File: src/hw/rtl/hkrm_pkg.sv
// Shared types, constants and bit-count helpers for the Hamming 2-NN ratio matcher.
package hkrm_pkg;

  // Default sizing of the descriptor database.
  localparam int DEF_MAX_ENTRIES = 1024;
  localparam int DEF_DESC_WORDS  = 8;

  // Fixed field widths.
  localparam int WORD_W     = 64;
  localparam int CLASS_W    = 11;
  localparam int DIST_OUT_W = 10;
  localparam int ENTRY_W    = 10;
  localparam int WIDX_W     = 3;
  localparam int PIX_W      = 16;
  localparam int LANE_CW    = 7;
  localparam int THR_W      = 10;
  localparam int RATIO_W    = 9;
  localparam int COUNT_W    = 11;
  localparam int CFG_IDX_W  = 2;
  localparam int CFG_DATA_W = 11;
  localparam int STATUS_W   = 2;
  localparam int IN_DATA_W  = 120;
  localparam int OUT_DATA_W = 64;

  // Configuration register indexes.
  localparam logic [CFG_IDX_W-1:0] CFG_DIST_THR    = 2'd0;
  localparam logic [CFG_IDX_W-1:0] CFG_RATIO_THR   = 2'd1;
  localparam logic [CFG_IDX_W-1:0] CFG_ENTRY_COUNT = 2'd2;

  // Configuration reset values.
  localparam logic [THR_W-1:0]   RST_DIST_THR    = 10'd128;
  localparam logic [RATIO_W-1:0] RST_RATIO_THR   = 9'd205;
  localparam logic [COUNT_W-1:0] RST_ENTRY_COUNT = 11'd1024;

  // Input beat opcodes.
  localparam logic OP_LOAD  = 1'b0;
  localparam logic OP_QUERY = 1'b1;

  // Result status codes.
  localparam logic [STATUS_W-1:0] STAT_MATCH      = 2'd0;
  localparam logic [STATUS_W-1:0] STAT_BACKGROUND = 2'd1;
  localparam logic [STATUS_W-1:0] STAT_TOO_FAR    = 2'd2;
  localparam logic [STATUS_W-1:0] STAT_AMBIGUOUS  = 2'd3;

  // Class label that marks background entries (-1).
  localparam logic [CLASS_W-1:0] CLASS_BG = 11'h7FF;

  // Sequencer states.
  typedef enum logic [1:0] {
    ST_IDLE,
    ST_SCAN,
    ST_DRAIN
  } seq_state_t;

  // Control from the sequencer and the distance unit to the ranking unit.
  typedef struct packed {
    logic clear;
    logic step;
  } rank_ctl_t;

  // Status of the distance pipeline.
  typedef struct packed {
    logic busy;
    logic valid;
  } dist_stat_t;

  // Number of ones in a byte.
  function automatic logic [3:0] popcnt8(input logic [7:0] v);
    logic [3:0] n;
    n = '0;
    for (int b = 0; b < 8; b++) begin
      n = n + 4'(v[b]);
    end
    return n;
  endfunction

  // Number of ones in a 64-bit word, as a sum of eight byte counts.
  function automatic logic [LANE_CW-1:0] popcnt64(input logic [WORD_W-1:0] v);
    logic [LANE_CW-1:0] n;
    n = '0;
    for (int k = 0; k < 8; k++) begin
      n = n + LANE_CW'(popcnt8(v[8*k +: 8]));
    end
    return n;
  endfunction

endpackage

File: src/hw/rtl/hkrm_dist_unit.sv
// Distance unit: XOR, per-word bit count and lane sum over two pipeline stages.
module hkrm_dist_unit
  import hkrm_pkg::*;
#(
  parameter int DESC_WORDS = DEF_DESC_WORDS,
  parameter int DIST_W     = 10
) (
  input  logic                                clk,
  input  logic                                rst_n,
  input  logic                                rd_valid,
  input  logic [DESC_WORDS-1:0][WORD_W-1:0]   query,
  input  logic [DESC_WORDS-1:0][WORD_W-1:0]   entry,
  input  logic [CLASS_W-1:0]                  entry_cls,
  output dist_stat_t                          stat,
  output logic [DIST_W-1:0]                   ham_dist,
  output logic [CLASS_W-1:0]                  dist_cls
);

  logic [DESC_WORDS-1:0][LANE_CW-1:0] lane_cnt_r;
  logic [CLASS_W-1:0]                 cls_a_r;
  logic                               va_r;
  logic [DIST_W-1:0]                  dist_r;
  logic [DIST_W-1:0]                  dist_nxt;
  logic [CLASS_W-1:0]                 cls_b_r;
  logic                               vb_r;

  // Stage A: bit count of each lane's XOR.
  always_ff @(posedge clk) begin
    for (int l = 0; l < DESC_WORDS; l++) begin
      lane_cnt_r[l] <= popcnt64(query[l] ^ entry[l]);
    end
    cls_a_r <= entry_cls;
  end

  // Stage B: sum of the lane counts.
  always_comb begin
    dist_nxt = '0;
    for (int l = 0; l < DESC_WORDS; l++) begin
      dist_nxt = dist_nxt + DIST_W'(lane_cnt_r[l]);
    end
  end

  always_ff @(posedge clk) begin
    dist_r  <= dist_nxt;
    cls_b_r <= cls_a_r;
  end

  // Valid flags follow the data through both stages.
  always_ff @(posedge clk) begin
    if (!rst_n) begin
      va_r <= 1'b0;
      vb_r <= 1'b0;
    end else begin
      va_r <= rd_valid;
      vb_r <= va_r;
    end
  end

  assign stat.valid = vb_r;
  assign stat.busy  = rd_valid | va_r | vb_r;
  assign ham_dist   = dist_r;
  assign dist_cls   = cls_b_r;

endmodule

File: config.mk
export PLATFORM = sky130hd
export DESIGN_NAME = hkrm_dist_unit
export DESIGN_NICKNAME = d
export VERILOG_FILES = /design/src/hw/rtl/hkrm_pkg.sv /design/src/hw/rtl/hkrm_dist_unit.sv
export SDC_FILE = /design/constraint.sdc
export NUM_CORES = 1
export LEC_CHECK = 0
export BUFFER_PORTS_ARGS = -buffer_cell sky130_fd_sc_hd__buf_4
export CAP_MARGIN = 20
export CORE_AREA = 2 2 417 419
export DETAILED_ROUTE_END_ITERATION = 16
export DIE_AREA = 0 0 419 421
export GPL_TIMING_DRIVEN = 1
export SYNTH_ARGS = -nofsm -noshare
export SYNTH_HDL_FRONTEND = slang
export SYNTH_SLANG_ARGS = --single-unit
export TNS_END_PERCENT = 5
File: constraint.sdc
create_clock -name clk -period 7.7 [get_ports clk]
set_input_delay 0.77 -clock clk [delete_from_list [all_inputs] [get_ports clk]]
set_output_delay 0.77 -clock clk [all_outputs]
set_load 0.005 [all_outputs]
Word-level counts from Yosys, hierarchy flattened
Cells that the tools add are included.
{"block": "totals", "ff_bits": 90, "wordCells": 534}
{"block": "classes", "n_addsub": 511, "bitwise": 10}
{"op": "$add 4x1->4", "n": 256}
{"op": "$xor 64x64->64", "n": 8}
{"op": "$add 3x1->4", "n": 64}
{"op": "$add 7x4->7", "n": 32}
{"op": "$add 2x1->3", "n": 64}
{"op": "$add 1x1->2", "n": 64}
{"op": "$add 6x4->7", "n": 8}
{"op": "$add 5x4->6", "n": 8}
{"op": "$add 10x7->10", "n": 4}
{"op": "$add 4x4->5", "n": 8}
{"op": "$add 9x7->10", "n": 1}
{"op": "$add 8x7->9", "n": 1}
{"op": "$add 7x7->8", "n": 1}
{"op": "$or 1x1->1", "n": 2}

Depth between registers and ports, before layout
{"block": "logic_depth", "depth_word": 15, "ltp_mapped": 21, "depth_no_buf": 21}

Least setup slack after synthesis
OpenSTA, ideal clock, no wires.
{"block": "synth_path", "path_type": "in2reg", "startpoint": "in query[46] in the netlist's numbering", "endpoint": "reg lane_cnt_r[6] in the netlist's numbering", "t_arrival_ns": 6.299, "t_required_ns": 7.581, "setup_slack_ns": 1.281, "cell_stages": 20, "path_buffers": 0, "path_cell_list": "xnor2_1 -> fa_1 -> inv_1 -> fa_1 -> inv_1 -> fa_1 -> inv_1 -> fa_1 -> inv_1 -> fa_1 -> fa_1 -> fa_1 -> fa_1 -> inv_1 -> ha_1 -> fa_1 -> a21o_1 -> a21o_1 -> a21oi_1 -> o21bai_1"}
{"block": "synth_via", "elab_chain_cells": 6}
{"element": "from (decl)", "line_no": "hkrm_dist_unit.sv:11", "rtl": "input logic [DESC_WORDS-1:0][WORD_W-1:0] query,"}
{"element": "$xor 64x64->64", "line_no": "hkrm_dist_unit.sv:30", "rtl": "lane_cnt_r[l] <= popcnt64(query[l] ^ entry[l]);"}
{"element": "$add 4x1->4 (2 in a row)", "line_no": "hkrm_pkg.sv:72", "rtl": "n = n + 4'(v[b]);"}
{"element": "$add 7x4->7 (3 in a row)", "line_no": "hkrm_pkg.sv:82", "rtl": "n = n + LANE_CW'(popcnt8(v[8*k +: 8]));"}
{"element": "to (signal, indexed assignment)", "line_no": "hkrm_dist_unit.sv:30"}
{"element": "to (decl)", "line_no": "hkrm_dist_unit.sv:19", "rtl": "logic [DESC_WORDS-1:0][LANE_CW-1:0] lane_cnt_r;"}
No other way between the ends.
A chain may end at the register's enable or synchronous reset.

Worst setup path after layout
{"block": "layout_path", "startpoint": "in entry[437] in the netlist's numbering", "endpoint": "reg lane_cnt_r[48] in the netlist's numbering"}
{"block": "layout_via", "elab_chain_cells": 6}
{"element": "from (decl)", "line_no": "hkrm_dist_unit.sv:12", "rtl": "input logic [DESC_WORDS-1:0][WORD_W-1:0] entry,"}
{"element": "$xor 64x64->64", "line_no": "hkrm_dist_unit.sv:30"}
{"element": "$add 4x1->4 (3 in a row)", "line_no": "hkrm_pkg.sv:72"}
{"element": "$add 7x4->7 (2 in a row)", "line_no": "hkrm_pkg.sv:82"}
No other way between the ends.

==> impl_results.md <==
* Core Region at 0.172 mm^2
* Final Max Tran Viols at 0
* Hold slack at 0.330 ns
* Adder-cell share of the synthesized area at 55.6%
* Router iterations before antenna repair at 5
* Initial DRC Count at 755
* First-pass GRT wire length at 149000 um
* Final setup skew at 0.0158 ns
* Post-Synth XOR/XNOR Area at 23.8%
* Reg2Reg Launch Point: lane_cnt_r[2]
* Die height at 421 um
* Setup TNS at 0 ns
* Worst skew pair latency at 0.42 ns
* Mapped Cells at 1773
* Starting Density at 11.6%
* Status: complete, no violations
* Combinational family with the most area after synthesis: adder cells
* CTS tree: done
* Hold_buf cts at 0
* Gr usage total at 12.7%
* Cell variety after synth at 26
* TritonCTS buffer count at 9
* Die Area at 0.176 mm^2
* Setup slack, reg-to-reg at 3.54 ns
* Ys Warns at 0
* Antenna violations before repair at 88
* FP Rows at 153
* Worst-path maximum fanout at 3
* Post-DRT Antenna Nets at 0
* Critical path data arrival time at 6.90 ns
* Worst-Margin Slew at 0.824 ns
* H-tree depth at 3
* Reg-to-Reg End: ham_dist[8]
* Rel. slew slack at 44.7%
* Largest net degree at the start of global routing at 17
* Clk slew on worst S/H paths at 0.07 ns
* WL/cell at 21.9 um
* Share of layout cells above drive strength 1 at 37.8%
* Fillers at 19100
* Syn_area_per_cell at 11.3 um^2
* Layout net count at 4484
* Final hold violation count at 0
* Setup repair bufs after CTS at 0
* Via count at 16200
* Critical setup path kind: input port to register
* Final Setup Violations at 0
* Placement Cell Area at 0.0308 mm^2
* Remaining Overflow, GRT at 0
* Post-synth top area share at 47.4%
* Clock Sink Count at 90
* Routability congestion estimate at 1.02
* Post-Route WL at 113000 um
* Post-synthesis compound-gate area fraction at 3.15%
* Critical Path End Type: register
* Hold Path Class: register to register
* Startpoint types: input port
* Mux contribution to synthesized area at 0%
* Max_cap viols at 0
* Hold_sp: cls_a_r[3]
* Largest area contributor in the synthesized netlist: fa_1
* Period utilization at 85.7%
* Number of port buffers at 1060
* Post-synthesis sequential area ratio at 9.02%
* Worst hold endpoint: dist_cls[3]
* Post-synthesis simple-gate area fraction at 0.658%
* Area Growth Syn to Fin at 56.1%
* Worst endpoint required time at 8.00 ns
* Period minus WS final at 6.60 ns
* WHS Path Cells at 0
* Residual DRC at 0
* Placed wire-length estimate at 109000 um
* Reg2reg path depth at 13
* Num ports at 1061
* Clock buffer depth at 2
* Finished Cell Area at 0.0312 mm^2
* Seq cells post-synth at 90
* Vias/cell at 3.13
* Die width at 419 um
* PostCTS Resize Cnt at 0
* Synth area leaders: fa_1 (47%), xor2_1 (13%), xnor2_1 (10%)
* RSZ-0062 raised after global routing: no
* Clock root cell: clkbuf_16
* Mapped Area at 0.0200 mm^2
* Number of global-route vias before repair at 18200
* Syn nets at 3414
* Fmax at 152 MHz
registers in the layout, summed over array words and instances (netlist names):
| signal | cells |
|---|---|
| cls_a_r | 11 |
| dist_cls | 11 |
| ham_dist | 10 |
| lane_cnt_r | 56 |
| va_r | 1 |
| vb_r | 1 |
synth_stat cells (all sizes together):
master,count
fa,473
inv,414
xor2,303
xnor2,239
ha,130
dfxtp,90
a21oi,24
o21ai,20
a21o,18
a211oi,16
nor2,12
o21bai,12
nand2b,4
nor2b,4
and2,2
o21a,2
o31a,2
a311o,1
a311oi,1
a31oi,1
buf,1
nand2,1
nor3b,1
nor4,1
or3,1
through the flow:
step / utilization, % / setup slack (ns) / instances
floorplan: - / 1.28 / 1773
global placement: 17.9 / 0.708 / 5157
detailed placement: 17.9 / 0.629 / 5157
CTS: 18.1 / 1.10 / 5173
global route: 18.1 / 0.839 / 5180
finish: 18.1 / 1.10 / 5183
critical path, cell delays in order:
cell and delay [ns]:
buf_4 0.11, xnor2_1 0.51, fa_1 0.53, inv_1 0.08, fa_1 0.40, inv_1 0.08
fa_1 0.44, fa_1 0.52, fa_1 0.52, inv_1 0.06, fa_1 0.53, inv_1 0.05
fa_1 0.48, inv_1 0.06, fa_1 0.43, ha_1 0.25, fa_1 0.46, a21o_1 0.19
a21o_1 0.19, a21oi_1 0.15, o21bai_1 0.08
placed cells by master, fill, tap and decap left out:
master and count:
buf_4 1060, fa_1 473, inv_1 414, xor2_1 303
xnor2_1 239, ha_1 130, dfxtp_1 90, a21oi_1 24
a21o_1 18, a211oi_1 16, nor2_1 12, o21bai_1 12
o21ai_0 11, diode_2 10, o21ai_1 9, clkbuf_16 9
nor2b_1 4, nand2b_1 4, o21a_1 2, o31a_1 2
and2_1 2, bufinv_16 2, inv_6 2, clkinv_4 2
a311oi_2 1, nand2_1 1, nor4_1 1, nor3b_1 1
a31oi_1 1, a311o_1 1, or3_1 1, clkinv_2 1
per-layer routing:
metal,GRT usage (%),routed length [um]
met1,14.7,43200
met2,22.8,58300
met3,4.17,9660
met4,2.33,1600
met5,0,556
cells by family after synthesis:
kind of cell | count (synthesis)
adders and majority gates | 603
AOI/OAI and AO/OA | 97
xor gates and xnor gates | 542
and+or+nand+nor | 26
DFF | 90
buffers and inverters | 415
area by class of cell:
cell class	instances	area, um^2	area share [%]
Sequential cell	90	1800	5.78
Clock buffer	9	225	0.722
Inverter	414	1550	4.98
Timing Repair Buffer	1060	7960	25.5
Multi-Input combinational cell	1268	16600	53.3
Tap cell	2325	2910	9.33
Clock inverter	7	100	0.321
Antenna cell	10	25.0	0.0803
how the worst max path moves through the flow:
stage	startpoint	end	slack (ns)	cells past startpoint
after floorplan	query[46]	lane_cnt_r[6]	1.28	20
after global placement	entry[437]	lane_cnt_r[48]	0.71	21
after detailed placement	entry[437]	lane_cnt_r[48]	0.63	21
after CTS	entry[437]	lane_cnt_r[48]	1.10	21
after global routing	entry[437]	lane_cnt_r[48]	0.84	21
final	entry[437]	lane_cnt_r[48]	1.10	21
Power is not shown: default switching activity piles up to over one toggle a cycle in this logic, so the estimate is an artifact.
