**config.mk**
```make
export PLATFORM = sky130hd
export DESIGN_NAME = hkrm_rank
export DESIGN_NICKNAME = d
export VERILOG_FILES = /design/src/hw/rtl/hkrm_pkg.sv /design/src/hw/rtl/hkrm_rank.sv
export SDC_FILE = /design/constraint.sdc
export NUM_CORES = 1
export LEC_CHECK = 0
export BUFFER_PORTS_ARGS = -buffer_cell sky130_fd_sc_hd__buf_2
export CELL_PAD_IN_SITES_DETAIL_PLACEMENT = 0
export CELL_PAD_IN_SITES_GLOBAL_PLACEMENT = 1
export CORE_AREA = 2 2 109 111
export CTS_CLUSTER_DIAMETER = 150
export DETAILED_ROUTE_END_ITERATION = 8
export DIE_AREA = 0 0 111 113
export HOLD_SLACK_MARGIN = 0.15
export PLACE_DENSITY_LB_ADDON = 0.3
export SYNTH_ARGS = -nofsm -noshare
export SYNTH_HDL_FRONTEND = slang
export SYNTH_SLANG_ARGS = --single-unit
export TNS_END_PERCENT = 30
```
**constraint.sdc**
```tcl
create_clock -name clk -period 7.5 [get_ports clk]
set_clock_uncertainty 0.05 [all_clocks]
set_input_delay 0 -clock clk [delete_from_list [all_inputs] [get_ports clk]]
set_output_delay 0 -clock clk [all_outputs]
set_load 0.02 [all_outputs]
```
**src/hw/rtl/hkrm_pkg.sv**
```systemverilog
// Shared types, constants and bit-count helpers for the Hamming 2-NN ratio matcher.
package hkrm_pkg;

  // Default sizing of the descriptor database.
  localparam int DEF_MAX_ENTRIES = 1024;
  localparam int DEF_DESC_WORDS  = 8;

  // Fixed field widths.
  localparam int WORD_W     = 64;
  localparam int CLASS_W    = 11;
  localparam int DIST_OUT_W = 10;
  localparam int ENTRY_W    = 10;
  localparam int WIDX_W     = 3;
  localparam int PIX_W      = 16;
  localparam int LANE_CW    = 7;
  localparam int THR_W      = 10;
  localparam int RATIO_W    = 9;
  localparam int COUNT_W    = 11;
  localparam int CFG_IDX_W  = 2;
  localparam int CFG_DATA_W = 11;
  localparam int STATUS_W   = 2;
  localparam int IN_DATA_W  = 120;
  localparam int OUT_DATA_W = 64;

  // Configuration register indexes.
  localparam logic [CFG_IDX_W-1:0] CFG_DIST_THR    = 2'd0;
  localparam logic [CFG_IDX_W-1:0] CFG_RATIO_THR   = 2'd1;
  localparam logic [CFG_IDX_W-1:0] CFG_ENTRY_COUNT = 2'd2;

  // Configuration reset values.
  localparam logic [THR_W-1:0]   RST_DIST_THR    = 10'd128;
  localparam logic [RATIO_W-1:0] RST_RATIO_THR   = 9'd205;
  localparam logic [COUNT_W-1:0] RST_ENTRY_COUNT = 11'd1024;

  // Input beat opcodes.
  localparam logic OP_LOAD  = 1'b0;
  localparam logic OP_QUERY = 1'b1;

  // Result status codes.
  localparam logic [STATUS_W-1:0] STAT_MATCH      = 2'd0;
  localparam logic [STATUS_W-1:0] STAT_BACKGROUND = 2'd1;
  localparam logic [STATUS_W-1:0] STAT_TOO_FAR    = 2'd2;
  localparam logic [STATUS_W-1:0] STAT_AMBIGUOUS  = 2'd3;

  // Class label that marks background entries (-1).
  localparam logic [CLASS_W-1:0] CLASS_BG = 11'h7FF;

  // Sequencer states.
  typedef enum logic [1:0] {
    ST_IDLE,
    ST_SCAN,
    ST_DRAIN
  } seq_state_t;

  // Control from the sequencer and the distance unit to the ranking unit.
  typedef struct packed {
    logic clear;
    logic step;
  } rank_ctl_t;

  // Status of the distance pipeline.
  typedef struct packed {
    logic busy;
    logic valid;
  } dist_stat_t;

  // Number of ones in a byte.
  function automatic logic [3:0] popcnt8(input logic [7:0] v);
    logic [3:0] n;
    n = '0;
    for (int b = 0; b < 8; b++) begin
      n = n + 4'(v[b]);
    end
    return n;
  endfunction

  // Number of ones in a 64-bit word, as a sum of eight byte counts.
  function automatic logic [LANE_CW-1:0] popcnt64(input logic [WORD_W-1:0] v);
    logic [LANE_CW-1:0] n;
    n = '0;
    for (int k = 0; k < 8; k++) begin
      n = n + LANE_CW'(popcnt8(v[8*k +: 8]));
    end
    return n;
  endfunction

endpackage

```
**src/hw/rtl/hkrm_rank.sv**
```systemverilog
// Ranking unit: keeps the two smallest distances and grades the best match.
module hkrm_rank
  import hkrm_pkg::*;
#(
  parameter int DESC_WORDS = DEF_DESC_WORDS,
  parameter int DIST_W     = 10
) (
  input  logic                 clk,
  input  rank_ctl_t            ctl,
  input  logic [DIST_W-1:0]    ham_dist,
  input  logic [CLASS_W-1:0]   dist_cls,
  input  logic [THR_W-1:0]     dist_thr,
  input  logic [RATIO_W-1:0]   ratio_thr,
  output logic [DIST_W-1:0]    best,
  output logic [DIST_W-1:0]    second,
  output logic [CLASS_W-1:0]   best_cls,
  output logic [STATUS_W-1:0]  status
);

  localparam int DESC_BITS = DESC_WORDS * WORD_W;
  localparam int CMP_W     = (DIST_W > THR_W) ? DIST_W : THR_W;
  localparam int PROD_W    = DIST_W + RATIO_W;

  logic [DIST_W-1:0]  best_r;
  logic [DIST_W-1:0]  second_r;
  logic [CLASS_W-1:0] best_cls_r;
  logic [PROD_W-1:0]  lhs;
  logic [PROD_W-1:0]  rhs;

  // Running best and second best; ties keep the earlier entry.
  always_ff @(posedge clk) begin
    if (ctl.clear) begin
      best_r   <= DIST_W'(DESC_BITS + 1);
      second_r <= DIST_W'(DESC_BITS);
    end else if (ctl.step) begin
      if (ham_dist < best_r) begin
        if (best_r <= DIST_W'(DESC_BITS)) begin
          second_r <= best_r;
        end
        best_r     <= ham_dist;
        best_cls_r <= dist_cls;
      end else if (ham_dist < second_r) begin
        second_r <= ham_dist;
      end
    end
  end

  // Ratio test: best * 256 against ratio * second.
  assign lhs = PROD_W'({best_r, 8'd0});
  assign rhs = PROD_W'(ratio_thr) * PROD_W'(second_r);

  // Grading: background first, then distance, then ratio.
  always_comb begin
    if (best_cls_r == CLASS_BG) begin
      status = STAT_BACKGROUND;
    end else if (CMP_W'(best_r) > CMP_W'(dist_thr)) begin
      status = STAT_TOO_FAR;
    end else if (lhs > rhs) begin
      status = STAT_AMBIGUOUS;
    end else begin
      status = STAT_MATCH;
    end
  end

  assign best     = best_r;
  assign second   = second_r;
  assign best_cls = best_cls_r;

endmodule

```
== Word-level counts from Yosys, hierarchy flattened ==
Cells that the tools add are included.
Word-level totals
  register bits: 31
  input bits: 43
  memory bits (writable): 0
  latch bits: 0
  logic and storage cells: 22
  memory bits (read-only): 0
  memories: 0
Operators by class
  bitwise operators: 1
  shift-type cells: 0
  $mul: 1
  reductions and logical operators: 4
  multiplexer cells: 6
  add/subtract/negate cells: 0
  divide/modulo/power cells: 0
  equality and inequality tests: 2
  order comparisons: 5
Operator list (number)
  $mux 10: 3
  $lt 10x10->1: 2
  $gt 18x19->1: 1
  $mul 9x10->19: 1
  $eq 11x11->1 const B: 1
  $gt 10x10->1: 1
  $le 10x10->1 const B: 1
  $mux 2: 3
  $reduce_and 3->1: 2
  $ne 2x1->1 const B: 1
  $reduce_and 2->1: 1
  $reduce_bool 2->1: 1
  $not 1->1: 1

== Longest topological paths before layout ==
Gate-level depths: netlist (run 1).
  depth after elaboration: 5
  mapped depth: 25
  depth with buffers taken out: 24

== Least setup slack after synthesis (run 1) ==
OpenSTA, ideal clock, no wires.
  path type: flip-flop to output port
  start: register second_r[0], in the netlist second[0]
  end: output status[0]
  arrival: 5.772 ns
  stages on the path, launching flop included: 24
  path slack: 1.678 ns
  path through: dfxtp_1 clkbuf_1 nand2_1 fa_1 fa_1 inv_1 fa_1 inv_1 fa_1 inv_1 ha_1 a211oi_1 o21ai_0 o21ba_2 o21ai_0 xnor2_1 ha_1 nand4_1 a21oi_1 a211oi_1 o21ai_0 nand2_1 a31o_2 o21ai_0
Between the ends
  cells in the longest elaborated chain, start to end: 5
Ends and longest elaborated chain
  from (decl): RTL line hkrm_rank.sv:25  | logic [DIST_W-1:0] second_r;
  from (signal assigned): RTL line hkrm_rank.sv:34  | second_r <= DIST_W'(DESC_BITS);
  from (signal assigned): RTL line hkrm_rank.sv:38  | second_r <= best_r;
  from (signal assigned): RTL line hkrm_rank.sv:43  | second_r <= ham_dist;
  $mul 9x10->19: RTL line hkrm_rank.sv:50  | assign rhs = PROD_W'(ratio_thr) * PROD_W'(second_r);
  $gt 18x19->1: RTL line hkrm_rank.sv:58  | end else if (lhs > rhs) begin
  $mux 2: RTL line hkrm_rank.sv:58
  $mux 2: RTL line hkrm_rank.sv:56  | end else if (CMP_W'(best_r) > CMP_W'(dist_thr)) begin
  $mux 2: RTL line hkrm_rank.sv:54  | if (best_cls_r == CLASS_BG) begin
  to (decl): RTL line hkrm_rank.sv:17  | output logic [STATUS_W-1:0] status
No other way between the ends.

== Worst setup path in the final report (run 1) ==
Same ends and word-level chain as after synthesis.

==> impl_results.md, run 1 <==
- Post-CTS setup buffer count: 0
- Post-synth net total: 751
- Clock insertion delay at the later pin of the skew report: 0.28 ns
- Switching power of the nets: 0.610 mW
- #FFs+latches synth: 31
- DRT antenna net count: 0
- Effective utilization at floorplan: 44.5%
- Post-CTS clock slew at the launch and capture registers of the worst setup and hold paths: 0.05 ns
- Unrepaired setup endpoints after global routing: false
- Setup TNS Final: 0 ns
- Num CTS Buffers: 5
- DRC violation count after routing: 0
- Number of different library cells in the post-synthesis netlist: 41
- Static leakage power: 3.16 nW
- Num ports: 76
- Cell area power density: 218 nW/um^2
- Layout cells sized above 1: 13.2%
- Endpoints failing setup: 0
- Number of iterations in the first detailed-routing pass: 4
- Reported max-cap violation count: 0
- Outcome: finished clean
- Final hold viol count: 0
- Highest Clock Rate: 0.159 GHz
- Final min period: 6.28 ns
- Smallest setup slack after layout: 1.22 ns
- Data required time at the worst endpoint: 7.45 ns
- Critical path startpoint category: flop
- Number of buffers between clock root and the deepest sink: 2
- Maximum single-stage delay on the critical path: 0.56 ns
- Via count of the first global-routing pass: 4401
- Highest ir drop seen on vdd: 0.116 mV
- Routed len/inst: 15.4 um
- Part of the total power dissipated in sequential elements: 18.2%
- Hold Crit Class: in -> reg
- Initial antenna violation count: 0
- Count of mapped cells out of synthesis: 574
- Final Max Tran Viols: 0
- Seq/Total Area, Yosys: 14.6%
- Ys flop type: sky130_fd_sc_hd__dfxtp_1
- Via density per instance: 5.08
- Post-CTS Resized: 0
- Combinational share of power: 66.8%
- Count of flip-flops with a built-in enable after synthesis: 11
- Drt first-iter violations: 174
- Syn-to-layout area delta: 18.4%
- Sinks on Clock Net: 31
- Worst-path cell with the longest stage delay: sky130_fd_sc_hd__fa_1
- Count of buffers from port buffering: 75
- Syn. warnings: 0
- Final GP Congestion: 0.814
- Die Wd: 111 um
- Area of the mapped netlist: 5010 um^2
- Hold buffer count at CTS: 32
- Share of total power in the clock network: 15.0%
- Worst endpoint data arrival time: 6.23 ns
- Internal power contribution: 0.685 mW
- N_diodes: 0
- Slew at the pin closest to its max-slew limit: 0.853 ns
- Sw Ratio: 47.1%
- Placeable core region: 11300 um^2
- Post-layout net count: 844
- Clk root buf: sky130_fd_sc_hd__clkbuf_16
- Aggregate routed wire length: 12.5 mm
- Count leader, synth: sky130_fd_sc_hd__inv_1
- Maximum number of pins on one net before global-route repair: 22
- Most common library cells after synthesis: sky130_fd_sc_hd__inv_1, sky130_fd_sc_hd__ha_1, sky130_fd_sc_hd__fa_1, sky130_fd_sc_hd__and2_1, sky130_fd_sc_hd__nand2_1
- Overall die height: 113 um
- Largest fanout of any net on the critical path: 12
- Row Count: 39
- Post-synthesis area per instance: 8.74 um^2
- HPWL reported at the end of detailed placement: 9.91 mm
- H-tree levels: 2
- Biggest area consumer among synthesized cells: sky130_fd_sc_hd__fa_1
- Post-Place Setup Slack: 1.48 ns
- Total Die Area: 12500 um^2
- Proportion of register bits with asynchronous set or reset after synthesis: 0%
- Share of Yosys cell area claimed by the top area cell type: 22.8%
- All-layer global routing usage: 21.1%
- Clock tree from TritonCTS: done
- List of cells traversed by the critical path: nand2_1 > fa_1 > fa_1 > inv_1 > fa_1 > inv_1 > fa_1 > inv_1 > ha_1 > a211oi_1 > o21ai_0 > o21ba_2 > o21ai_0 > xnor2_1 > ha_1 > nand4_1 > a21oi_1 > a211oi_1 > o21ai_0 > nand2_1 > a31o_2 > o21ai_0 > buf_2
- Post-route fraction of the period consumed by the critical path: 83.8%
- Wire length of the first global-routing pass: 21.5 mm
- Slew margin rel.: 42.9%
- Leading post-synthesis cells by cell area: sky130_fd_sc_hd__fa_1, sky130_fd_sc_hd__ha_1, sky130_fd_sc_hd__inv_1
- Setup crit end kind: output pin
- Overflow after GRT: 0
- Class of the most critical setup path: reg -> out
- Overall via count from detail_route: 4122
- Total power: 1.29 mW
metrics by stage:
stage	hold slack [ns]	cell area, um^2	util [%]	instances
2_1_floorplan	0.0489	5010	-	574
6_report	0.385	5940	52.7	811
4_1_cts	0.368	5940	52.7	811
3_5_place_dp	0.128	5480	48.6	771
5_1_grt	0.373	5940	52.7	811
3_3_place_gp	0.126	5480	48.6	771
kinds of logic after synthesis:
| family | Yosys count | share of synthesized area [%] |
|---|---|---|
| AND/OR/NAND/NOR | 155 | 15.5 |
| buffers and inverters | 136 | 10.4 |
| adder cells (fa/ha/maj) | 134 | 42.0 |
| AO/OA/AOI/OAI | 84 | 10.9 |
| flip-flops | 31 | 14.6 |
| multiplexers | 20 | 4.12 |
| XOR/XNOR | 14 | 2.44 |
power groups by stage:
stage               sequential (mW)  combinational [mW]  clock (mW)
finish                        0.235               0.865       0.194
floorplan                     0.229               0.648           0
global placement              0.236               0.841           0
detailed placement            0.240               0.851           0
CTS                           0.236               0.875       0.198
global route                  0.240               0.999       0.209
layout make-up:
cell class / count / area [um^2]
clock buffers: 7 / 133
clock inverters: 1 / 5.00
fillers: 1057 / 5340
inverters: 115 / 432
multi-input cells: 407 / 3760
flip-flops and latches: 31 / 731
well taps: 143 / 179
repair buffers: 107 / 696
registers in the layout, indices dropped and copies added, names as in the netlist:
name / flops
second: 10
best: 10
best_cls: 11
path summary, 6_finish.rpt:
kind | depth (start not counted) | slack, ns | from | endpoint
max reg2reg | 7 | 3.64 | best[5]$_SDFFE_PP0P_ | best_cls[1]$_DFFE_PP_
min | 2 | 0.38 | dist_cls[2] | best_cls[2]$_DFFE_PP_
min reg2reg | 2 | 0.63 | second[5]$_SDFFE_PP0P_ | second[5]$_SDFFE_PP0P_
max | 23 | 1.22 | second[0]$_SDFFE_PP0P_ | status[0]
worst max-delay path: cells and delay by family (launching register included):
| family | cells | cell delay, ns |
|---|---|---|
| XOR/XNOR | 1 | 0.18 |
| AND/OR/NAND/NOR | 3 | 0.37 |
| flip-flops | 1 | 0.55 |
| buffers and inverters | 4 | 0.35 |
| adder cells (fa/ha/maj) | 6 | 2.80 |
| AO/OA/AOI/OAI | 9 | 1.71 |
cells in the final DEF, fill, tap and decap left out, drive strengths merged, types with 2 or more instances in the layout:
master | netlist | routed
xnor2 | 4 | 4
nand2 | 48 | 48
inv | 115 | 115
nor4 | 3 | 3
a2111oi | 2 | 2
a21oi | 24 | 24
ha | 77 | 77
mux2i | 18 | 18
a21o | 6 | 6
mux2 | 2 | 2
clkbuf | 18 | 7
and2 | 53 | 53
buf | 3 | 75
nand2b | 9 | 9
nand3 | 5 | 5
dfxtp | 20 | 20
dlygate4sd3 | 0 | 32
nor2 | 25 | 25
nand4 | 9 | 9
a31oi | 3 | 3
a211oi | 18 | 18
o211ai | 2 | 2
o21ai | 20 | 20
fa | 57 | 57
xor2 | 10 | 10
edfxtp | 11 | 11
o21bai | 3 | 3
layer usage:
metal	vias up	GRT usage (%)	wire length [um]
met5	-	0	0
met2	71	37.0	6110
met1	2001	28.1	5820
li1	2042	-	-
met4	0	3.58	120
met3	8	3.48	402
Power figures use the tool's default switching activity.
==> run 2: changes to the inputs <==
- ABC_AREA: default -> 1
- CORE_AREA: 2 2 109 111 -> 2 2 119 121
- DIE_AREA: 0 0 111 113 -> 0 0 121 123
- clock period: 7.5 -> 5.1 ns (I/O delays scaled with it)
==> run 2 against run 1 <==
  * The run now ends with setup timing left
  * Register-to-register slack lost 1.7 ns
  * Power grew to 2.7 times the previous value
  * Critical path depth is 6 higher
  * Via count rose by 17%
  * Largest power group unchanged
==> impl_results.md, run 2 <==
- Outcome: complete, but fails checks
- Violated checks: setup timing
- Die Wd: 121 um
- Category of cells accounting for the largest share of critical-path delay: adder cells
- Critical R2R Capture: best[9]$_SDFFE_PP1P_
- Cell area power density: 521 nW/um^2
- Drt first-iter violations: 117
- Overflow after GRT: 0
- Worst endpoint data arrival time: 5.16 ns
- Syn-to-layout area delta: 27.9%
- Proportion of register bits with asynchronous set or reset after synthesis: 0%
- Placed standard-cell area: 5960 um^2
- Smallest setup slack after layout: -0.112 ns
- Aggregate routed wire length: 14.2 mm
- Largest fanout of any net on the critical path: 4
- Num ports: 76
- Via count of the first global-routing pass: 5103
- Slew margin rel.: 41.1%
- Final hold viol count: 0
- Layout cells sized above 1: 21.8%
- Routed len/inst: 13.9 um
- Launch instance of the worst min-delay path: ctl[0]
- Hold Crit Class: in -> reg
- HPWL reported at the end of detailed placement: 11.8 mm
- Wire length of the first global-routing pass: 23.9 mm
- Final GP Congestion: 0.818
- Number of buffers between clock root and the deepest sink: 2
- Count of mapped cells out of synthesis: 712
- Clk root buf: sky130_fd_sc_hd__clkbuf_16
- Post-layout net count: 1014
- Overall via count from detail_route: 4834
- Number of different library cells in the post-synthesis netlist: 35
- Top library cells by usage in the layout, fill and taps aside: sky130_fd_sc_hd__inv_1, sky130_fd_sc_hd__nand2_1, sky130_fd_sc_hd__buf_2
- Total Die Area: 14900 um^2
- Area of the multi-input gates: 3850 um^2
- Seq/Total Area, Yosys: 14.0%
- Initial antenna violation count: 0
- Final min period: 5.21 ns
- Syn. warnings: 0
- Most frequent cell on the critical path: sky130_fd_sc_hd__inv_1
- Number of iterations in the first detailed-routing pass: 4
- Share of Yosys cell area claimed by the top area cell type: 21.8%
- Placeable core region: 13600 um^2
- Sinks on Clock Net: 31
- Depth of the worst register-to-register path: 11
- DRC violation count after routing: 0
- Setup TNS Final: -0.190 ns
- Endpoints failing setup: 2
- Hold Path Depth: 4
- Overall die height: 123 um
- Row Count: 43
- Most common cell after layout, fill and taps aside: sky130_fd_sc_hd__inv_1
- H-tree levels: 2
- Effective utilization at floorplan: 38.4%
- Final Max Tran Viols: 0
- Hold-critical path endpoint: best[0]$_SDFFE_PP1P_
- Critical path startpoint category: flop
- Clock insertion delay at the later pin of the skew report: 0.28 ns
- Maximum number of pins on one net before global-route repair: 24
- Reported max-cap violation count: 0
- Post-synthesis area per instance: 7.33 um^2
- Post-route fraction of the period consumed by the critical path: 102%
- Fraction of the core area covered by cells at the end of the flow: 49.1%
- R2r setup slk: 1.96 ns
- Launch instance of the worst register-to-register path: best[8]$_SDFFE_PP0P_
- Count of buffers from port buffering: 75
- #FFs+latches synth: 31
- Via density per instance: 4.75
- Leading post-synthesis cells by cell area: sky130_fd_sc_hd__fa_1, sky130_fd_sc_hd__ha_1, sky130_fd_sc_hd__inv_1
- Post-CTS clock slew at the launch and capture registers of the worst setup and hold paths: 0.05 ns
- Most common library cells after synthesis: sky130_fd_sc_hd__inv_1, sky130_fd_sc_hd__nand2_1, sky130_fd_sc_hd__ha_1, sky130_fd_sc_hd__fa_1, sky130_fd_sc_hd__nor2_1
- Area of the mapped netlist: 5220 um^2
- Fillcell total: 1368
- Smallest hold slack: 0.160 ns
- Biggest area consumer among synthesized cells: sky130_fd_sc_hd__fa_1
- Class of the most critical setup path: reg -> out
- Static leakage power: 3.93 nW
- Slew at the pin closest to its max-slew limit: 0.881 ns
- Setup crit end kind: output pin
- Unrepaired setup endpoints after global routing: true
- Worst-path cell with the longest stage delay: sky130_fd_sc_hd__fa_1
- Ys flop type: sky130_fd_sc_hd__dfxtp_1
- N_diodes: 0
- Count of flip-flops with a built-in enable after synthesis: 11
- Largest register FFs: 11
- Count leader, synth: sky130_fd_sc_hd__inv_1
- Combined flip-flop and latch cell area: 756 um^2
- Cell area after layout: 6680 um^2
- Worst path bufs/invs: 10
- Num CTS Buffers: 5
- Post-synth net total: 889
- Highest ir drop seen on vdd: 0.328 mV
- Total power: 3.48 mW
- Highest Clock Rate: 0.192 GHz
- Data required time at the worst endpoint: 5.05 ns
- DRT antenna net count: 0
- Maximum single-stage delay on the critical path: 0.54 ns
- Clock tree from TritonCTS: done
- All-layer global routing usage: 20.1%
==> run 2: worst min-delay path: stages <==
cell                      delay (ns)
sky130_fd_sc_hd__buf_2          0.12
sky130_fd_sc_hd__inv_1          0.09
sky130_fd_sc_hd__nor2_4         0.06
sky130_fd_sc_hd__o21ai_0        0.18
==> run 2: cells by family (layout without fill, tap and decap cells) <==
family                   Yosys count  count (layout)  share of synthesized area (%)
AND/OR/NAND/NOR                  233             233                           18.1
buffers and inverters            214             340                           15.8
adder cells (fa/ha/maj)          134             134                           40.3
AO/OA/AOI/OAI                     88              88                           9.82
flip-flops                        31              31                           14.0
XOR/XNOR                          12              12                           2.01
==> run 2: repair_timing <==
| item | in CTS | in global routing |
|---|---|---|
| endpoints found under the setup margin | 2 | 2 |
| endpoints found under the hold margin | 25 | 0 |
| buffers inserted | 11 | 2 |
| pin swaps | 46 | 10 |
| hold buffers | 23 | 0 |
| resized for setup | 59 | 3 |
==> run 2: per-stage QoR <==
stage	worst slack (ns)	std cells
3_3_place_gp	-0.162	974
5_1_grt	-0.404	1018
6_report	-0.112	1018
2_1_floorplan	0.00777	712
4_1_cts	-0.125	1016
3_5_place_dp	-0.251	974
==> run 2: where the power goes <==
| part | internal, mW | total (mW) | switching [mW] |
|---|---|---|---|
| combinational | 1.26 | 2.77 | 1.51 |
| clock | 0.230 | 0.341 | 0.111 |
| sequential | 0.302 | 0.364 | 0.0619 |
| total | 1.79 | 3.48 | 1.69 |
==> run 2: worst max-delay path by stage <==
| stage | startpoint | end | cells past startpoint | slack, ns |
|---|---|---|---|---|
| finish | second[7]$_SDFFE_PP0P_ | status[1] | 29 | -0.11 |
| global route | second[5]$_SDFFE_PP0P_ | status[1] | 29 | -0.40 |
| global placement | second[4]$_SDFFE_PP0P_ | status[1] | 26 | -0.16 |
| CTS | second[6]$_SDFFE_PP0P_ | status[1] | 23 | -0.12 |
| floorplan | second[2]$_SDFFE_PP0P_ | status[1] | 26 | 0.008 |
| detailed placement | second[4]$_SDFFE_PP0P_ | status[1] | 22 | -0.25 |
==> run 2: cell type report <==
| cell class | instances | share of cell area (%) |
|---|---|---|
| clock buffer | 5 | 1.87 |
| clock inverter | 3 | 0.655 |
| inverter | 189 | 10.6 |
| multi-input combinational | 467 | 57.6 |
| sequential | 31 | 11.3 |
| tap | 180 | 3.37 |
| timing repair buffer | 143 | 14.6 |
==> run 2: routing by layer <==
metal  routed length (um)  track usage (%)
met5                    0                0
met4                  157             3.05
met3                  392             1.52
met2                 7330             38.0
met1                 6290             25.5
==> run 3: changes to the inputs <==
- CORE_AREA: 2 2 119 121 -> 2 2 121 123
- DIE_AREA: 0 0 121 123 -> 0 0 123 125
==> run 3 against run 2 <==
  * The flow still finishes with violations (setup timing)
  * Utilization is 0.77 points lower
  * Power is 6.3% higher
  * Die area is 3.3% higher
  * Combinational power is 7.9% higher
  * Worst hold slack worse by 0.0078 ns
  * Setup slack better by 0.096 ns
  * Global-route usage is 0.82 points lower
  * Sequential share of layout area is 0.23 points lower
  * Sequential cell count stayed put
  * Wire length is 0.52% higher
  * Final cell count is 0.69% higher
  * Critical path type unchanged
  * Critical endpoint unchanged
==> impl_results.md, run 3 (synthesis gave the netlist of run 2 again) <==
- Outcome: complete, but fails checks
- Violated checks: setup timing
- Overall die height: 125 um
- Total power: 3.70 mW
- Slew at the pin closest to its max-slew limit: 0.880 ns
- Die Wd: 123 um
- Post-layout net count: 1017
- Worst endpoint data arrival time: 5.07 ns
- DRC violation count after routing: 0
- Drt first-iter violations: 144
- Total Die Area: 15400 um^2
- Class of the most critical setup path: reg -> out
- Via density per instance: 4.67
- Largest register FFs: 11
- Via count of the first global-routing pass: 4937
- Post-CTS clock slew at the launch and capture registers of the worst setup and hold paths: 0.05 ns
- Fraction of the core area covered by cells at the end of the flow: 48.3%
- Post-route fraction of the period consumed by the critical path: 100%
- Effective utilization at floorplan: 36.8%
- WL met2: 7.30 mm
- Post-Place Setup Slack: -0.268 ns
- Sinks on Clock Net: 31
- Routed length on met1: 6.35 mm
- Highest ir drop seen on vdd: 0.270 mV
- Num ports: 76
- Count of buffers from port buffering: 75
- Slew margin rel.: 41.1%
- DRT antenna net count: 0
- Final Max Tran Viols: 0
- Row Count: 44
- Reported max-cap violation count: 0
- Top library cells by usage in the layout, fill and taps aside: sky130_fd_sc_hd__inv_1, sky130_fd_sc_hd__nand2_1, sky130_fd_sc_hd__buf_2
- All-layer global routing usage: 19.3%
- Clk root buf: sky130_fd_sc_hd__clkbuf_16
- Overflow after GRT: 0
- Aggregate routed wire length: 14.2 mm
- Overall via count from detail_route: 4789
- Smallest hold slack: 0.152 ns
- Routed len/inst: 13.9 um
- Routed wire length on met3: 430 um
- Final GP Congestion: 0.823
- Initial antenna violation count: 0
- Endpoints failing setup: 2
- N_diodes: 0
- Num CTS Buffers: 5
- Maximum number of pins on one net before global-route repair: 24
- Wire length of the first global-routing pass: 23.8 mm
- Hold Crit Class: in -> reg
- Final hold viol count: 0
- Fillcell total: 1451
- Setup crit end kind: output pin
- Largest fanout of any net on the critical path: 4
- Number of iterations in the first detailed-routing pass: 4
- Static leakage power: 3.98 nW
- Syn-to-layout area delta: 31.4%
- Smallest setup slack after layout: -0.0158 ns
- Placeable core region: 14200 um^2
- Placed standard-cell area: 5980 um^2
- HPWL reported at the end of detailed placement: 11.7 mm
- Cell area after layout: 6860 um^2
- Unrepaired setup endpoints after global routing: true
- Data required time at the worst endpoint: 5.05 ns
- Final min period: 5.12 ns
- Clock insertion delay at the later pin of the skew report: 0.27 ns
- Number of buffers between clock root and the deepest sink: 2
- Cell area power density: 539 nW/um^2
- H-tree levels: 2
- Layout cells sized above 1: 25.2%
- Highest Clock Rate: 0.195 GHz
- Most common cell after layout, fill and taps aside: sky130_fd_sc_hd__inv_1
- Clock tree from TritonCTS: done
- Highest metal used: met4
- Critical path startpoint category: flop
[run 3: worst max-delay path, stage by stage (launching register included)]
cell and delay [ns]:
sky130_fd_sc_hd__dfxtp_1 0.37, sky130_fd_sc_hd__buf_4 0.16, sky130_fd_sc_hd__nand2_1 0.05, sky130_fd_sc_hd__inv_1 0.05
sky130_fd_sc_hd__fa_1 0.47, sky130_fd_sc_hd__inv_1 0.05, sky130_fd_sc_hd__fa_1 0.54, sky130_fd_sc_hd__inv_2 0.04
sky130_fd_sc_hd__fa_1 0.49, sky130_fd_sc_hd__inv_2 0.04, sky130_fd_sc_hd__fa_1 0.55, sky130_fd_sc_hd__inv_2 0.06
sky130_fd_sc_hd__ha_4 0.27, sky130_fd_sc_hd__nand2_4 0.10, sky130_fd_sc_hd__o21ai_4 0.06, sky130_fd_sc_hd__a21oi_2 0.15
sky130_fd_sc_hd__inv_1 0.06, sky130_fd_sc_hd__a31oi_1 0.16, sky130_fd_sc_hd__xor2_1 0.09, sky130_fd_sc_hd__ha_1 0.32
sky130_fd_sc_hd__nand3_2 0.09, sky130_fd_sc_hd__nor3_2 0.15, sky130_fd_sc_hd__nand4_1 0.13, sky130_fd_sc_hd__nand3_2 0.13
sky130_fd_sc_hd__a21oi_2 0.06, sky130_fd_sc_hd__buf_4 0.16
[run 3: repair_timing]
item,in CTS,in global routing
hold endpoints to repair,26,0
buffers inserted,10,4
gates resized for setup,82,20
pin swaps,47,35
setup endpoints to repair,2,2
hold buffers,24,0
[run 3: cell type report]
cell class / count / area, um^2 / area share (%)
Clock inverter: 3 / 43.8 / 0.638
Sequential cell: 31 / 761 / 11.1
Multi-Input combinational cell: 467 / 3970 / 57.8
Inverter: 189 / 709 / 10.3
Tap cell: 184 / 230 / 3.35
Clock buffer: 5 / 125 / 1.82
Timing Repair Buffer: 146 / 1030 / 15.0
[run 3: worst paths after layout]
check / start / to / slack [ns] / cells past startpoint
worst max-delay path: second[9]$_SDFFE_PP1P_ / status[1] / -0.02 / 25
worst min register to register: best[1]$_SDFFE_PP0P_ / best[1]$_SDFFE_PP0P_ / 0.58 / 2
worst max register to register: best[9]$_SDFFE_PP1P_ / best[9]$_SDFFE_PP1P_ / 1.99 / 11
worst min-delay path: ham_dist[9] / second[9]$_SDFFE_PP1P_ / 0.15 / 5
[run 3: stage by stage]
stage	instances	setup TNS, ns
after floorplan	712	0
after global routing	1025	-0.546
after global placement	979	-0.411
after detailed placement	979	-0.533
after CTS	1021	-0.0859
final	1025	-0.0235
[run 3: per-layer routing]
layer,vias to the layer above,track usage (%)
met3,19,2.05
li1,2424,-
met2,76,34.5
met5,-,0
met1,2270,25.3
met4,0,3.07
[run 3: power breakdown]
part           total (mW)  switching (mW)  internal (mW)
sequential          0.369          0.0655          0.304
combinational        2.99            1.64           1.35
clock               0.338           0.108          0.230
